===== config.mk =====
export PLATFORM = sky130hd
export DESIGN_NAME = selective_repeat_arq_engine_flat
export DESIGN_NICKNAME = d
export VERILOG_FILES = /design/src/hw/rtl/sra_pkg.sv /design/src/hw/rtl/sra_if.sv /design/src/hw/rtl/sra_ctrl.sv /design/src/hw/rtl/sra_dp.sv /design/src/hw/rtl/selective_repeat_arq_engine.sv /design/src/flat_wrapper.sv
export SDC_FILE = /design/constraint.sdc
export NUM_CORES = 1
export LEC_CHECK = 0
export ABC_CLOCK_PERIOD_IN_PS = 4500
export BUFFER_PORTS_ARGS = -buffer_cell sky130_fd_sc_hd__buf_2
export CAP_MARGIN = 20
export CORE_MARGIN = 3
export CORE_UTILIZATION = 40
export CTS_CLUSTER_SIZE = 14
export DETAILED_ROUTE_END_ITERATION = 8
export PLACE_DENSITY = 0.54
export SLEW_MARGIN = 20
export SYNTH_ARGS = -nofsm -noshare
export SYNTH_HDL_FRONTEND = slang
export SYNTH_HIERARCHICAL = 1
export SYNTH_SLANG_ARGS = --single-unit

===== constraint.sdc =====
create_clock -name clk -period 4.5 [get_ports clk]
set_input_delay 0.45 -clock clk [delete_from_list [all_inputs] [get_ports clk]]
set_output_delay 0.45 -clock clk [all_outputs]
set_load 0.05 [all_outputs]

===== src/hw/rtl/sra_pkg.sv =====
// Package for the selective-repeat ARQ engine.
// Holds sequence constants, action and step codes, control structs and helpers.
// No dependencies.
package sra_pkg;

    localparam int SEQ_W     = 6;
    localparam int SEQ_SPACE = 64;
    localparam int WINDOW    = 32;
    localparam int CNT_W     = 7;

    localparam logic [2:0] KIND_PACKET  = 3'd0;
    localparam logic [2:0] KIND_PHY_RDY = 3'd1;
    localparam logic [2:0] KIND_FRAME   = 3'd2;
    localparam logic [2:0] KIND_DATA_TO = 3'd3;
    localparam logic [2:0] KIND_ACK_TO  = 3'd4;

    localparam logic [1:0] FT_DATA = 2'd0;
    localparam logic [1:0] FT_ACK  = 2'd1;
    localparam logic [1:0] FT_NAK  = 2'd2;

    localparam logic [2:0] ACT_DATA    = 3'd0;
    localparam logic [2:0] ACT_ACK     = 3'd1;
    localparam logic [2:0] ACT_NAK     = 3'd2;
    localparam logic [2:0] ACT_RELEASE = 3'd3;
    localparam logic [2:0] ACT_STORE   = 3'd4;
    localparam logic [2:0] ACT_DELIVER = 3'd5;
    localparam logic [2:0] ACT_STATUS  = 3'd6;

    localparam logic [3:0] ST_IDLE    = 4'd0;
    localparam logic [3:0] ST_EXEC    = 4'd1;
    localparam logic [3:0] ST_TAKEACK = 4'd2;
    localparam logic [3:0] ST_DATA    = 4'd3;
    localparam logic [3:0] ST_DATA2   = 4'd4;
    localparam logic [3:0] ST_DELIV   = 4'd5;
    localparam logic [3:0] ST_SCAN    = 4'd6;
    localparam logic [3:0] ST_STATUS  = 4'd7;

    typedef struct packed {
        logic       load;
        logic       en;
        logic [3:0] step;
    } sra_cmd_t;

    typedef struct packed {
        logic       go;
        logic [2:0] kind;
        logic       good;
        logic [1:0] ftype;
        logic       nak;
        logic       data_in_win;
        logic       s_is_base;
        logic       deliv_more;
        logic       scan_more;
        logic       map_nx;
        logic       clearing;
    } sra_stat_t;

    // true when b lies in the circular interval [a, c)
    function automatic logic in_range(input logic [SEQ_W-1:0] a,
                                      input logic [SEQ_W-1:0] b,
                                      input logic [SEQ_W-1:0] c);
        in_range = (a <= b && b < c) || (c < a && a <= b) || (b < c && c < a);
    endfunction

endpackage


===== src/hw/rtl/sra_if.sv =====
// Channel interfaces for the ARQ engine: link events in, commands out.
// Depends on nothing beyond plain logic types.
interface sra_evt_if;
    logic       valid;
    logic       ready;
    logic [2:0] kind;
    logic       frame_good;
    logic [1:0] frame_type;
    logic [5:0] frame_seq;
    logic [5:0] peer_ack;
    logic [5:0] timer_seq;

    modport source (output valid, kind, frame_good, frame_type, frame_seq, peer_ack,
                    timer_seq, input ready);
    modport sink (input valid, kind, frame_good, frame_type, frame_seq, peer_ack,
                  timer_seq, output ready);
endinterface

interface sra_res_if;
    logic       valid;
    logic       ready;
    logic [2:0] action;
    logic [5:0] seq;
    logic [5:0] ack;
    logic [5:0] count;
    logic       net_enable;
    logic       last;

    modport source (output valid, action, seq, ack, count, net_enable, last, input ready);
    modport sink (input valid, action, seq, ack, count, net_enable, last, output ready);
endinterface


===== src/hw/rtl/sra_ctrl.sv =====
// Controller state machine of the ARQ engine.
// Depends on sra_pkg; drives sra_dp through sra_cmd_t.
module sra_ctrl (
    input  logic              clk,
    input  logic              rst_n,
    input  logic              evt_valid,
    output logic              evt_ready,
    input  sra_pkg::sra_stat_t stat,
    output sra_pkg::sra_cmd_t  cmd
);
    import sra_pkg::*;

    logic [3:0] state_reg;
    logic [3:0] state_next;

    always_ff @(posedge clk or negedge rst_n)
    begin
        if (!rst_n)
        begin
            state_reg <= ST_IDLE;
        end
        else
        begin
            state_reg <= state_next;
        end
    end

    // hold the input off while the bitmap clearing pass runs
    assign evt_ready = (state_reg == ST_IDLE) && !stat.clearing;

    always_comb
    begin
        cmd.load = evt_ready && evt_valid;
        cmd.en   = (state_reg != ST_IDLE) && stat.go;
        cmd.step = state_reg;
    end

    always_comb
    begin
        state_next = state_reg;
        case (state_reg)
            ST_IDLE:
            begin
                if (evt_valid && !stat.clearing)
                begin
                    state_next = ST_EXEC;
                end
            end
            ST_EXEC:
            begin
                if (stat.go)
                begin
                    if (stat.kind == KIND_FRAME && stat.good &&
                        (stat.ftype == FT_DATA || stat.ftype == FT_ACK))
                    begin
                        state_next = ST_TAKEACK;
                    end
                    else
                    begin
                        state_next = ST_STATUS;
                    end
                end
            end
            ST_TAKEACK:
            begin
                if (stat.go)
                begin
                    state_next = (stat.ftype == FT_DATA) ? ST_DATA : ST_STATUS;
                end
            end
            ST_DATA:
            begin
                if (stat.go)
                begin
                    state_next = stat.data_in_win ? ST_DATA2 : ST_STATUS;
                end
            end
            ST_DATA2:
            begin
                if (stat.go)
                begin
                    state_next = stat.s_is_base ? ST_DELIV : ST_STATUS;
                end
            end
            ST_DELIV:
            begin
                if (stat.go && !stat.deliv_more)
                begin
                    state_next = stat.nak ? ST_STATUS : ST_SCAN;
                end
            end
            ST_SCAN:
            begin
                if (stat.go && (!stat.scan_more || stat.map_nx))
                begin
                    state_next = ST_STATUS;
                end
            end
            ST_STATUS:
            begin
                if (stat.go)
                begin
                    state_next = ST_IDLE;
                end
            end
            default:
            begin
                state_next = ST_IDLE;
            end
        endcase
    end

endmodule


===== src/hw/rtl/sra_dp.sv =====
// Datapath of the ARQ engine: window state, arrived bitmap, output register,
// and the generic registered-read RAM that holds the bitmap.
// Depends on sra_pkg; steered by sra_ctrl.
module sra_dp (
    input  logic              clk,
    input  logic              rst_n,
    input  sra_pkg::sra_cmd_t  cmd,
    output sra_pkg::sra_stat_t stat,
    input  logic [2:0]        kind,
    input  logic              frame_good,
    input  logic [1:0]        frame_type,
    input  logic [5:0]        frame_seq,
    input  logic [5:0]        peer_ack,
    input  logic [5:0]        timer_seq,
    input  logic              res_ready,
    output logic              res_valid,
    output logic [2:0]        action,
    output logic [5:0]        seq,
    output logic [5:0]        ack,
    output logic [5:0]        count,
    output logic              net_enable,
    output logic              last
);
    import sra_pkg::*;

    logic [2:0]       kind_reg;
    logic             good_reg;
    logic [1:0]       ftype_reg;
    logic [SEQ_W-1:0] fseq_reg, fack_reg, tseq_reg;

    logic [SEQ_W-1:0] send_base_reg, send_base_next;
    logic [SEQ_W-1:0] next_send_reg, next_send_next;
    logic [SEQ_W-1:0] recv_base_reg, recv_base_next;
    logic [SEQ_W-1:0] recv_limit_reg, recv_limit_next;
    logic [SEQ_W-1:0] outstanding_reg, outstanding_next;
    logic             nak_reg, nak_next;
    logic             phy_reg, phy_next;
    logic [CNT_W-1:0] cnt_reg, cnt_next;
    logic [SEQ_W-1:0] nx_reg, nx_next;
    logic [SEQ_W:0]   clr_reg, clr_next;

    logic             valid_reg, valid_next;
    logic [2:0]       act_reg, act_next;
    logic [SEQ_W-1:0] seq_reg, seq_next, ack_reg, ack_next, count_reg, count_next;
    logic             ne_reg, ne_next, last_reg, last_next;

    logic             emit;
    logic [SEQ_W-1:0] ack_num;
    logic [CNT_W-1:0] rel_n;
    logic             go;

    logic             clearing;
    logic             map_we;
    logic [SEQ_W-1:0] map_waddr;
    logic             map_wdata;
    logic             ram_we;
    logic [SEQ_W-1:0] ram_waddr;
    logic             ram_wdata;
    logic [SEQ_W-1:0] ram_raddr;
    logic             map_rd;

    assign go      = !valid_reg || res_ready;
    assign ack_num = recv_base_reg - SEQ_W'(1);
    assign rel_n   = CNT_W'(SEQ_W'(fack_reg - send_base_reg)) + CNT_W'(1);

    // clearing pass: one bitmap entry per cycle after reset
    assign clearing = !clr_reg[SEQ_W];
    assign clr_next = clearing ? clr_reg + (SEQ_W+1)'(1) : clr_reg;

    assign ram_we    = clearing || map_we;
    assign ram_waddr = clearing ? clr_reg[SEQ_W-1:0] : map_waddr;
    assign ram_wdata = clearing ? 1'b0 : map_wdata;

    always_comb
    begin
        stat.go          = go;
        stat.kind        = kind_reg;
        stat.good        = good_reg;
        stat.ftype       = ftype_reg;
        stat.nak         = nak_reg;
        stat.data_in_win = in_range(recv_base_reg, fseq_reg, recv_limit_reg);
        stat.s_is_base   = (fseq_reg == recv_base_reg);
        stat.deliv_more  = (cnt_reg < CNT_W'(WINDOW)) && map_rd;
        stat.scan_more   = (cnt_reg < CNT_W'(SEQ_SPACE)) && (nx_reg != recv_limit_reg);
        stat.map_nx      = map_rd;
        stat.clearing    = clearing;
    end

    // present the address whose entry the next step needs
    always_comb
    begin
        case (cmd.step)
            ST_DATA2: ram_raddr = recv_base_reg;
            ST_DELIV: ram_raddr = go ? recv_base_reg + SEQ_W'(1) : recv_base_reg;
            ST_SCAN:  ram_raddr = go ? nx_reg + SEQ_W'(1) : nx_reg;
            default:  ram_raddr = fseq_reg;
        endcase
    end

    sra_ram #(
        .WIDTH (1),
        .DEPTH (SEQ_SPACE)
    ) u_map (
        .clk   (clk),
        .we    (ram_we),
        .waddr (ram_waddr),
        .wdata (ram_wdata),
        .raddr (ram_raddr),
        .rdata (map_rd)
    );

    always_comb
    begin
        send_base_next   = send_base_reg;
        next_send_next   = next_send_reg;
        recv_base_next   = recv_base_reg;
        recv_limit_next  = recv_limit_reg;
        outstanding_next = outstanding_reg;
        nak_next         = nak_reg;
        phy_next         = phy_reg;
        cnt_next         = cnt_reg;
        nx_next          = nx_reg;
        map_we           = 1'b0;
        map_waddr        = fseq_reg;
        map_wdata        = 1'b0;
        emit             = 1'b0;
        act_next         = act_reg;
        seq_next         = '0;
        ack_next         = '0;
        count_next       = '0;
        ne_next          = 1'b0;
        last_next        = 1'b0;
        if (cmd.en)
        begin
            case (cmd.step)
                ST_EXEC:
                begin
                    case (kind_reg)
                        KIND_PACKET:
                        begin
                            if (outstanding_reg != SEQ_W'(SEQ_SPACE - 1))
                            begin
                                outstanding_next = outstanding_reg + SEQ_W'(1);
                            end
                            emit           = 1'b1;
                            act_next       = ACT_DATA;
                            seq_next       = next_send_reg;
                            ack_next       = ack_num;
                            phy_next       = 1'b0;
                            next_send_next = next_send_reg + SEQ_W'(1);
                        end
                        KIND_PHY_RDY:
                        begin
                            phy_next = 1'b1;
                        end
                        KIND_FRAME:
                        begin
                            if (!good_reg)
                            begin
                                if (!nak_reg)
                                begin
                                    emit     = 1'b1;
                                    act_next = ACT_NAK;
                                    ack_next = recv_base_reg;
                                    phy_next = 1'b0;
                                    nak_next = 1'b1;
                                end
                            end
                            else if (ftype_reg == FT_NAK &&
                                     in_range(send_base_reg, fack_reg, next_send_reg))
                            begin
                                emit     = 1'b1;
                                act_next = ACT_DATA;
                                seq_next = fack_reg;
                                ack_next = ack_num;
                                phy_next = 1'b0;
                            end
                        end
                        KIND_DATA_TO:
                        begin
                            if (in_range(send_base_reg, tseq_reg, next_send_reg))
                            begin
                                emit     = 1'b1;
                                act_next = ACT_DATA;
                                seq_next = tseq_reg;
                                ack_next = ack_num;
                                phy_next = 1'b0;
                            end
                        end
                        KIND_ACK_TO:
                        begin
                            emit     = 1'b1;
                            act_next = ACT_ACK;
                            ack_next = ack_num;
                            phy_next = 1'b0;
                        end
                        default:
                        begin
                        end
                    endcase
                end
                ST_TAKEACK:
                begin
                    if (in_range(send_base_reg, fack_reg, next_send_reg))
                    begin
                        outstanding_next = (CNT_W'(outstanding_reg) > rel_n) ?
                                           outstanding_reg - rel_n[SEQ_W-1:0] : '0;
                        send_base_next   = fack_reg + SEQ_W'(1);
                        emit             = 1'b1;
                        act_next         = ACT_RELEASE;
                        seq_next         = send_base_reg;
                        count_next       = rel_n[SEQ_W-1:0];
                    end
                end
                ST_DATA:
                begin
                    if (!stat.data_in_win)
                    begin
                        emit     = 1'b1;
                        act_next = ACT_ACK;
                        ack_next = ack_num;
                        phy_next = 1'b0;
                    end
                    else if (!map_rd)
                    begin
                        map_we    = 1'b1;
                        map_waddr = fseq_reg;
                        map_wdata = 1'b1;
                        emit      = 1'b1;
                        act_next  = ACT_STORE;
                        seq_next  = fseq_reg;
                    end
                end
                ST_DATA2:
                begin
                    cnt_next = '0;
                    if (!stat.s_is_base && !nak_reg)
                    begin
                        nak_next = 1'b1;
                        emit     = 1'b1;
                        act_next = ACT_NAK;
                        ack_next = recv_base_reg;
                        phy_next = 1'b0;
                    end
                end
                ST_DELIV:
                begin
                    if (stat.deliv_more)
                    begin
                        emit            = 1'b1;
                        act_next        = ACT_DELIVER;
                        seq_next        = recv_base_reg;
                        map_we          = 1'b1;
                        map_waddr       = recv_base_reg;
                        map_wdata       = 1'b0;
                        recv_base_next  = recv_base_reg + SEQ_W'(1);
                        recv_limit_next = recv_limit_reg + SEQ_W'(1);
                        nak_next        = 1'b0;
                        cnt_next        = cnt_reg + CNT_W'(1);
                    end
                    else
                    begin
                        nx_next  = recv_base_reg + SEQ_W'(1);
                        cnt_next = '0;
                    end
                end
                ST_SCAN:
                begin
                    if (stat.scan_more)
                    begin
                        if (map_rd)
                        begin
                            emit     = 1'b1;
                            act_next = ACT_NAK;
                            ack_next = recv_base_reg;
                            phy_next = 1'b0;
                            nak_next = 1'b1;
                        end
                        else
                        begin
                            nx_next  = nx_reg + SEQ_W'(1);
                            cnt_next = cnt_reg + CNT_W'(1);
                        end
                    end
                end
                ST_STATUS:
                begin
                    emit      = 1'b1;
                    act_next  = ACT_STATUS;
                    ne_next   = (outstanding_reg < SEQ_W'(WINDOW)) && phy_reg;
                    last_next = 1'b1;
                end
                default:
                begin
                end
            endcase
        end
        if (emit)
        begin
            valid_next = 1'b1;
        end
        else
        begin
            valid_next = valid_reg && !res_ready;
        end
    end

    always_ff @(posedge clk or negedge rst_n)
    begin
        if (!rst_n)
        begin
            send_base_reg   <= '0;
            next_send_reg   <= '0;
            recv_base_reg   <= '0;
            recv_limit_reg  <= SEQ_W'(WINDOW % SEQ_SPACE);
            outstanding_reg <= '0;
            nak_reg         <= 1'b0;
            phy_reg         <= 1'b0;
            cnt_reg         <= '0;
            nx_reg          <= '0;
            clr_reg         <= '0;
            valid_reg       <= 1'b0;
        end
        else
        begin
            send_base_reg   <= send_base_next;
            next_send_reg   <= next_send_next;
            recv_base_reg   <= recv_base_next;
            recv_limit_reg  <= recv_limit_next;
            outstanding_reg <= outstanding_next;
            nak_reg         <= nak_next;
            phy_reg         <= phy_next;
            cnt_reg         <= cnt_next;
            nx_reg          <= nx_next;
            clr_reg         <= clr_next;
            valid_reg       <= valid_next;
        end
    end

    always_ff @(posedge clk)
    begin
        if (cmd.load)
        begin
            kind_reg  <= kind;
            good_reg  <= frame_good;
            ftype_reg <= frame_type;
            fseq_reg  <= frame_seq;
            fack_reg  <= peer_ack;
            tseq_reg  <= timer_seq;
        end
        if (emit)
        begin
            act_reg   <= act_next;
            seq_reg   <= seq_next;
            ack_reg   <= ack_next;
            count_reg <= count_next;
            ne_reg    <= ne_next;
            last_reg  <= last_next;
        end
    end

    assign res_valid  = valid_reg;
    assign action     = act_reg;
    assign seq        = seq_reg;
    assign ack        = ack_reg;
    assign count      = count_reg;
    assign net_enable = ne_reg;
    assign last       = last_reg;

endmodule

// Generic single-write, single-read RAM with registered read data.
module sra_ram #(
    parameter int WIDTH = 8,
    parameter int DEPTH = 64
) (
    input  logic                     clk,
    input  logic                     we,
    input  logic [$clog2(DEPTH)-1:0] waddr,
    input  logic [WIDTH-1:0]         wdata,
    input  logic [$clog2(DEPTH)-1:0] raddr,
    output logic [WIDTH-1:0]         rdata
);
    logic [WIDTH-1:0] mem_reg [DEPTH];
    logic [WIDTH-1:0] rdata_reg;

    always_ff @(posedge clk)
    begin
        if (we)
        begin
            mem_reg[waddr] <= wdata;
        end
        rdata_reg <= mem_reg[raddr];
    end

    assign rdata = rdata_reg;

endmodule


===== src/hw/rtl/selective_repeat_arq_engine.sv =====
// Selective-repeat ARQ engine, 64-number sequence space, window of 32.
// One step per cycle while the output accepts results; one item at a time.
// An item takes longer while the output stalls; the delivery walk (up to 32 steps)
// and NAK scan (up to 31 steps) over the bitmap set how long an item takes.
// Reset (rst_n low, asynchronous): windows at their start; a clearing pass over all 64
// entries of the arrived bitmap follows, with the input held off until it ends.
module selective_repeat_arq_engine (
    input  logic clk,
    input  logic rst_n,
    sra_evt_if.sink   evt,
    sra_res_if.source res
);
    import sra_pkg::*;

    sra_cmd_t  cmd;
    sra_stat_t stat;

    // controller: sequences the steps of one event, holds while the output waits
    sra_ctrl u_ctrl (
        .clk       (clk),
        .rst_n     (rst_n),
        .evt_valid (evt.valid),
        .evt_ready (evt.ready),
        .stat      (stat),
        .cmd       (cmd)
    );

    // datapath: window edges, arrived bitmap and the result register
    sra_dp u_dp (
        .clk        (clk),
        .rst_n      (rst_n),
        .cmd        (cmd),
        .stat       (stat),
        .kind       (evt.kind),
        .frame_good (evt.frame_good),
        .frame_type (evt.frame_type),
        .frame_seq  (evt.frame_seq),
        .peer_ack   (evt.peer_ack),
        .timer_seq  (evt.timer_seq),
        .res_ready  (res.ready),
        .res_valid  (res.valid),
        .action     (res.action),
        .seq        (res.seq),
        .ack        (res.ack),
        .count      (res.count),
        .net_enable (res.net_enable),
        .last       (res.last)
    );

endmodule

===== src/flat_wrapper.sv =====
// flat-port wrapper written by rule: the top's interface ports become plain ports
module selective_repeat_arq_engine_flat import sra_pkg::*;
  (clk, rst_n, evt_valid, evt_kind, evt_frame_good, evt_frame_type, evt_frame_seq, evt_peer_ack, evt_timer_seq, evt_ready, res_valid, res_action, res_seq, res_ack, res_count, res_net_enable, res_last, res_ready);
  sra_evt_if evt_i ();
  sra_res_if res_i ();
  input  logic clk;
  input  logic rst_n;
  input wire logic [$bits(evt_i.valid)-1:0] evt_valid;
  input wire logic [$bits(evt_i.kind)-1:0] evt_kind;
  input wire logic [$bits(evt_i.frame_good)-1:0] evt_frame_good;
  input wire logic [$bits(evt_i.frame_type)-1:0] evt_frame_type;
  input wire logic [$bits(evt_i.frame_seq)-1:0] evt_frame_seq;
  input wire logic [$bits(evt_i.peer_ack)-1:0] evt_peer_ack;
  input wire logic [$bits(evt_i.timer_seq)-1:0] evt_timer_seq;
  output wire logic [$bits(evt_i.ready)-1:0] evt_ready;
  output wire logic [$bits(res_i.valid)-1:0] res_valid;
  output wire logic [$bits(res_i.action)-1:0] res_action;
  output wire logic [$bits(res_i.seq)-1:0] res_seq;
  output wire logic [$bits(res_i.ack)-1:0] res_ack;
  output wire logic [$bits(res_i.count)-1:0] res_count;
  output wire logic [$bits(res_i.net_enable)-1:0] res_net_enable;
  output wire logic [$bits(res_i.last)-1:0] res_last;
  input wire logic [$bits(res_i.ready)-1:0] res_ready;
  assign evt_i.valid = evt_valid;
  assign evt_i.kind = evt_kind;
  assign evt_i.frame_good = evt_frame_good;
  assign evt_i.frame_type = evt_frame_type;
  assign evt_i.frame_seq = evt_frame_seq;
  assign evt_i.peer_ack = evt_peer_ack;
  assign evt_i.timer_seq = evt_timer_seq;
  assign evt_ready = evt_i.ready;
  assign res_valid = res_i.valid;
  assign res_action = res_i.action;
  assign res_seq = res_i.seq;
  assign res_ack = res_i.ack;
  assign res_count = res_i.count;
  assign res_net_enable = res_i.net_enable;
  assign res_last = res_i.last;
  assign res_i.ready = res_ready;
  selective_repeat_arq_engine u_core (.clk(clk), .rst_n(rst_n), .evt(evt_i), .res(res_i));
endmodule

==> results.cfg, run 1 <==
[outcome]
status = complete, no violations

[setup_path]
cpLargestDelayFamily = simple AND/OR/NAND/NOR gates
crit_path_max_incr_delay_ns = 0.64
worstPathCellList = inv_1 -> ha_1 -> a2111oi_2 -> o31ai_1 -> maj3_2 -> nor3_4 -> o2111ai_1 -> nand2_1 -> nor2b_1 -> nand3_1 -> nor2_1
reg2reg_depth = 11
cp.depth = 11
arrival_ns = 3.94
crit_path_end_kind = flip-flop
cp_max_fo = 11
worstSetupPathType = reg2reg
critPathBufInv = 1
start_kind = flip-flop
slowest_stage = dfrtp_1
worstPathRequired_ns = 4.65

[yosys]
yosys_warnings = 6
synthCells = 981
ys_types = 90
ys_ff_latch = 168
syn_area_per_cell_um2 = 10.39
synth.cell_area_mm2 = 0.01019
synth_seq_area_share_pct = 46.66
synth-main-ff-cell = edfxtp_1
synth_edf_count = 111
synth-async-reset-ratio_pct = 33.33
syn-num-nets = 1070

[placed_design]
place_congestion = 0.8766
place_hpwl_mm = 19.24
dpl_cell_area_mm2 = 0.01074
numPortBuffers = 52

[clock_tree]
insertion_delay_ns = 0.44
root_buffer = clkbuf_16
cts_setup_buffers = 0
cts_tree = yes
cts_resized = 0
htree_num_levels = 4
cts.path.max_buffers = 2
cts_sinks = 168
cts-buffers-inserted = 17
cts_hold_buf = 0
path_clk_slew_ns = 0.09

[global_routing]
grt_usage_pct = 19.21
antenna_found_initial = 0
grt_pass1_vias = 7266
grt_pass1_wl_mm = 41.65
grt_max_degree = 65
overflow = 0

[layout]
fillers = 2332
antennaDiodeCount = 0
final_area_mm2 = 0.01138
drive_above_1_share_pct = 14.86
syn_to_final_growth_pct = 11.61
fin_nets = 1112
largest_reg_flops = 64

[drt]
vias = 7598
drc = 0
drt-vias-per-instance = 5.587
antenna_left = 0
drt-pass1-iter-count = 6
dr.first_iter.drc_count = 704
totalWireLength_mm = 26.62
wl_per_cell_um = 19.57

[timing]
timing.fmax_mhz = 263.6
final.setup.tns_ns = 0
rsz0062_at_grt = no
min_period_ns = 3.794
finalCritPeriodShare_pct = 84.31
setup_viol = 0
final_max_slew_viol_count = 0
worst-slew-pin-transition_ns = 1.017
relSlewSlack_pct = 31.70
hold_violations = 0
skew_ns = 0.01721

[power_and_ir_drop]
fin_total_pwr_mw = 3.198
p_sw_mw = 0.7830
power_frac_seq_pct = 51.1
pwr-share-comb_pct = 0.8
p_int_mw = 2.414
ir_drop_uv = 291.5
p_leak_nw = 4.188
swShare_pct = 24.49
powerDensity_mw_per_mm2 = 281.0
clkPwrFrac_pct = 48.1

[floorplan]
start_util_pct = 41.31
io_pins = 53
dieArea_mm2 = 0.02744
rows = 57
core_mm2 = 0.02468
fp.dieW_um = 165.6
dieHeight_um = 165.6

[hold_path]
worstHoldPathType = in2async

[job]
cap_violations = 0
==> metrics by stage <==
stage          cells  hold WS, ns  utilization (%)  setup slack [ns]
6_report        1360      0.06246            46.11            0.7060
5_1_grt         1360       0.1256            46.11            0.4387
4_1_cts         1360      0.08813            46.11            0.7213
3_5_place_dp    1328       0.4941            43.51            0.7236
3_3_place_gp    1328       0.4833            43.51            0.8128
2_1_floorplan    981       0.1544                -            0.9582
==> area by class of cell <==
| cell class | count | area, um2 | share of cell area, % |
|---|---|---|---|
| Clock inverter | 15 | 214.0 | 1.881 |
| Multi-Input combinational cell | 706 | 4949 | 43.49 |
| Tap cell | 324 | 405.4 | 3.563 |
| Inverter | 58 | 217.7 | 1.914 |
| Clock buffer | 17 | 425.4 | 3.739 |
| Sequential cell | 168 | 4756 | 41.80 |
| Timing Repair Buffer | 72 | 410.4 | 3.607 |
==> cell usage after synthesis, drive strengths merged (8+ instances only) <==
cell,instances,share of area [%]
a21o,17,1.3
a31oi,12,0.74
dfrtp,55,14
o21a,11,0.90
edfxtp,111,33
nor3,17,0.95
nand2,84,3.2
clkbuf,20,0.74
ha,59,7.2
mux4,16,3.7
buf,29,2.0
a21oi,54,2.8
nand4,14,0.98
nand2b,15,0.92
inv,57,2.1
and3,12,0.74
xor2,20,1.7
o22ai,12,0.74
a22o,13,1.1
nand3,30,1.5
nor2b,12,0.76
xnor2,36,3.1
mux2i,8,0.79
nor2,134,4.9
o21ai,37,1.9
==> worst paths after layout <==
check / startpoint / end / slack [ns]
worst max-delay path: u_core/u_dp/recv_base_reg[3] / u_core/u_dp/u_map/mem_reg[14] / 0.71
worst max register to register: u_core/u_dp/recv_base_reg[3] / u_core/u_dp/u_map/mem_reg[14] / 0.71
max in group asynchronous: rst_n / u_core/u_dp/cnt_reg[2] / 3.54
worst min-delay path: rst_n / u_core/u_dp/outstanding_reg[1] / 0.06
worst min register to register: u_core/u_dp/clr_reg[5] / u_core/u_dp/clr_reg[5] / 0.51
min in group clk: evt_timer_seq[2] / u_core/u_dp/tseq_reg[2] / 0.18
==> per-layer routing <==
layer	wire length [um]	track usage, %	vias up
met5	0	0	-
met4	433	4.955	0
met3	1654	3.384	32
met2	11660	28.72	259
met1	12870	28.97	3662
li1	-	-	3645
==> layout by cell type (no fill, tap or decap), types with 13 or more instances in the layout <==
cell	n
xor2_1	20
a21o_1	16
buf_2	52
edfxtp_1	111
inv_1	57
ha_1	59
nor2_1	134
o21ai_0	33
dfrtp_1	55
nand2_1	82
clkbuf_16	17
nand3_1	30
a21oi_1	50
nand2b_1	15
xnor2_1	36
a22o_1	13
buf_4	20
nor3_1	16
==> cells by family (layout without fill, tap and decap cells) <==
group | count (synthesis) | in the layout | synth area share [%]
compound gates | 209 | 209 | 14.41
other cells | 1 | 1 | 0.03679
fa+ha+maj | 62 | 62 | 7.745
buf+inv | 107 | 162 | 4.836
mux | 28 | 28 | 4.983
xor+xnor | 56 | 56 | 4.812
flops | 168 | 168 | 46.66
simple gates | 350 | 350 | 16.52
==> power by group through the flow <==
stage / sequential, mW / clock, mW / combinational (mW)
final: 1.63 / 1.54 / 0.0264
after global routing: 1.63 / 1.64 / 0.0310
after CTS: 1.63 / 1.58 / 0.0275
after detailed placement: 1.67 / 0 / 0.0274
after global placement: 1.67 / 0 / 0.0270
after floorplan: 1.67 / 0 / 0.00211
Power figures use the tool's default switching activity.
==> run 2, diff against run 1 <==
ABC_CLOCK_PERIOD_IN_PS = 3100   (was 4500)
PLACE_DENSITY = 0.56   (was 0.54)
clock period = 3.1 ns   (was 4.5 ns; I/O delays follow)
==> run 2 against run 1 <==
Compared with the run above: clock power increased by 47%; total power increased by 46%; via count increased by 5.3%; setup slack got worse by 0.64 ns; critical path type unchanged; critical path depth increased by 1; register-to-register slack got worse by 0.64 ns; maximum frequency increased by 25%; global-route usage increased by 0.41 points; final cell count increased by 6.3%; clock-buffer cell count unchanged; flip-flop and latch count unchanged.
==> results.cfg, run 2 (same netlist as run 1, synthesis figures left out) <==
[setup_path]
reg2reg_depth = 12
r2r_setup_slack_ns = 0.06
r2r_end = u_core/u_dp/res_valid
critPathBufInv = 2
slowest_stage = edfxtp_1
crit_top_cell = o21a_4
cpLargestDelayFamily = compound AO/OA/AOI/OAI gates
worstSetupPathType = reg2reg
crit_path_max_incr_delay_ns = 0.39
r2r_start = u_core/u_dp/fack_reg[0]
crit_path_end_kind = flip-flop
worstPathCellList = inv_1 -> ha_2 -> inv_2 -> fa_2 -> a21o_1 -> a21oi_2 -> a31o_2 -> a32oi_4 -> o21a_4 -> o41a_1 -> o21a_4 -> or2_1
arrival_ns = 3.36
start_kind = flip-flop
worstPathRequired_ns = 3.42
cp_max_fo = 11

[layout]
fin_nets = 1198
layout_commonest_cell = nor2_1
syn_to_final_growth_pct = 20.42
drive_above_1_share_pct = 25.13
stdcell_count = 1446
largest_reg_flops = 64
final_cell_mix = nor2_1 (129), edfxtp_1 (111), buf_4 (102)
antennaDiodeCount = 0
final_area_mm2 = 0.01228

[outcome]
status = complete, no violations

[floorplan]
io_pins = 53
dieHeight_um = 165.6
rows = 57
start_util_pct = 41.31
dieArea_mm2 = 0.02744
fp.dieW_um = 165.6
core_mm2 = 0.02468

[clock_tree]
htree_num_levels = 4
cts.path.max_buffers = 2
cts_sinks = 168
insertion_delay_ns = 0.44
path_clk_slew_ns = 0.08
root_buffer = clkbuf_16
cts-buffers-inserted = 17
cts_tree = yes

[drt]
drc = 0
wl_per_cell_um = 18.80
vias = 7998
dr.first_iter.drc_count = 621
antenna_left = 0
drt-pass1-iter-count = 7
totalWireLength_mm = 27.19
drt-met1-wl_mm = 13.34
wl_met2_mm = 12.03
wl_met3_mm = 1.494
highest_layer = met4
drt-vias-per-instance = 5.531

[job]
cap_violations = 0

[hold_path]
min_delay_worst_endpoint = u_core/u_dp/fack_reg[1]
min_from = evt_peer_ack[1]
worstHoldPathType = in2reg
worstHoldPathCells = 1

[timing]
final.setup.tns_ns = 0
rsz0062_at_grt = yes
final_max_slew_viol_count = 0
hold_violations = 0
min_period_ns = 3.035
setup_viol = 0
finalCritPeriodShare_pct = 97.91
worst-slew-pin-transition_ns = 0.6927
timing.fmax_mhz = 329.5
setup_ws_ns = 0.06473
skew_ns = 0.01390
relSlewSlack_pct = 53.82

[placed_design]
numPortBuffers = 52
dp_slack_ns = -0.06363
place_congestion = 0.8840
dpl_cell_area_mm2 = 0.01134
place_hpwl_mm = 20.18
dp.cells = 1403

[power_and_ir_drop]
ir_drop_uv = 430.0
p_leak_nw = 4.659
powerDensity_mw_per_mm2 = 381.1
fin_total_pwr_mw = 4.678

[global_routing]
antenna_found_initial = 0
grt_pass1_wl_mm = 43.26
grt_usage_pct = 19.63
grt_pass1_vias = 7806
overflow = 0
grt_max_degree = 65
==> run 2: worst reg2reg max path, stage by stage, from the launching register on <==
cell,delay [ns]
edfxtp_1,0.39
inv_1,0.08
ha_2,0.19
inv_2,0.04
fa_2,0.34
a21o_1,0.17
a21oi_2,0.19
a31o_2,0.22
a32oi_4,0.13
o21a_4,0.24
o41a_1,0.39
o21a_4,0.31
or2_1,0.23
==> run 2: cell type report <==
class / instances / area (um2)
multi-input cells: 707 / 5176
flip-flops and latches: 168 / 4758
clock buffers: 17 / 425.4
fillers: 2284 / 12400
repair buffers: 157 / 1082
well taps: 324 / 405.4
clock inverters: 15 / 206.4
inverters: 58 / 221.5
==> run 2: worst max path at each step <==
stage,start,end,slack (ns),cells after the start
after floorplan,u_core/u_dp/res_valid,u_core/u_dp/u_map/mem_reg[23],0.007,14
after global placement,u_core/u_dp/fack_reg[0],u_core/u_dp/outstanding_reg[2],-0.01,15
after detailed placement,u_core/u_dp/fack_reg[0],u_core/u_dp/outstanding_reg[2],-0.06,15
after CTS,u_core/u_dp/fack_reg[0],u_core/u_dp/outstanding_reg[3],0.001,15
after global routing,u_core/u_dp/fack_reg[0],u_core/u_dp/outstanding_reg[3],-0.04,15
final,u_core/u_dp/fack_reg[0],u_core/u_dp/res_valid,0.06,12
==> run 2: report_power, final <==
group | switching, mW | total (mW) | internal, mW
combinational | 0.0260 | 0.0406 | 0.0146
sequential | 0 | 2.37 | 2.37
clock | 1.14 | 2.27 | 1.13
==> run 2: what timing repair did <==
action / in CTS / in global routing
pin swaps: 14 / 13
setup endpoints to repair: 7 / 124
gates cloned: 0 / 1
hold buffers: 0 / 1
hold endpoints to repair: 0 / 39
setup buffers: 1 / 8
gates resized for setup: 13 / 35
==> run 2: through the flow <==
step	utilization (%)	hold slack [ns]
2_1_floorplan	-	0.01441
4_1_cts	48.83	0.01314
3_3_place_gp	45.95	0.4810
6_report	49.75	0.03544
3_5_place_dp	45.95	0.4754
5_1_grt	49.75	0.005889
==> run 2: metal layers <==
metal / global-route usage [%] / vias to the layer above
met5: 0 / -
met4: 4.268 / 0
met3: 4.623 / 24
met2: 29.63 / 233
met1: 28.92 / 3914
li1: - / 3827
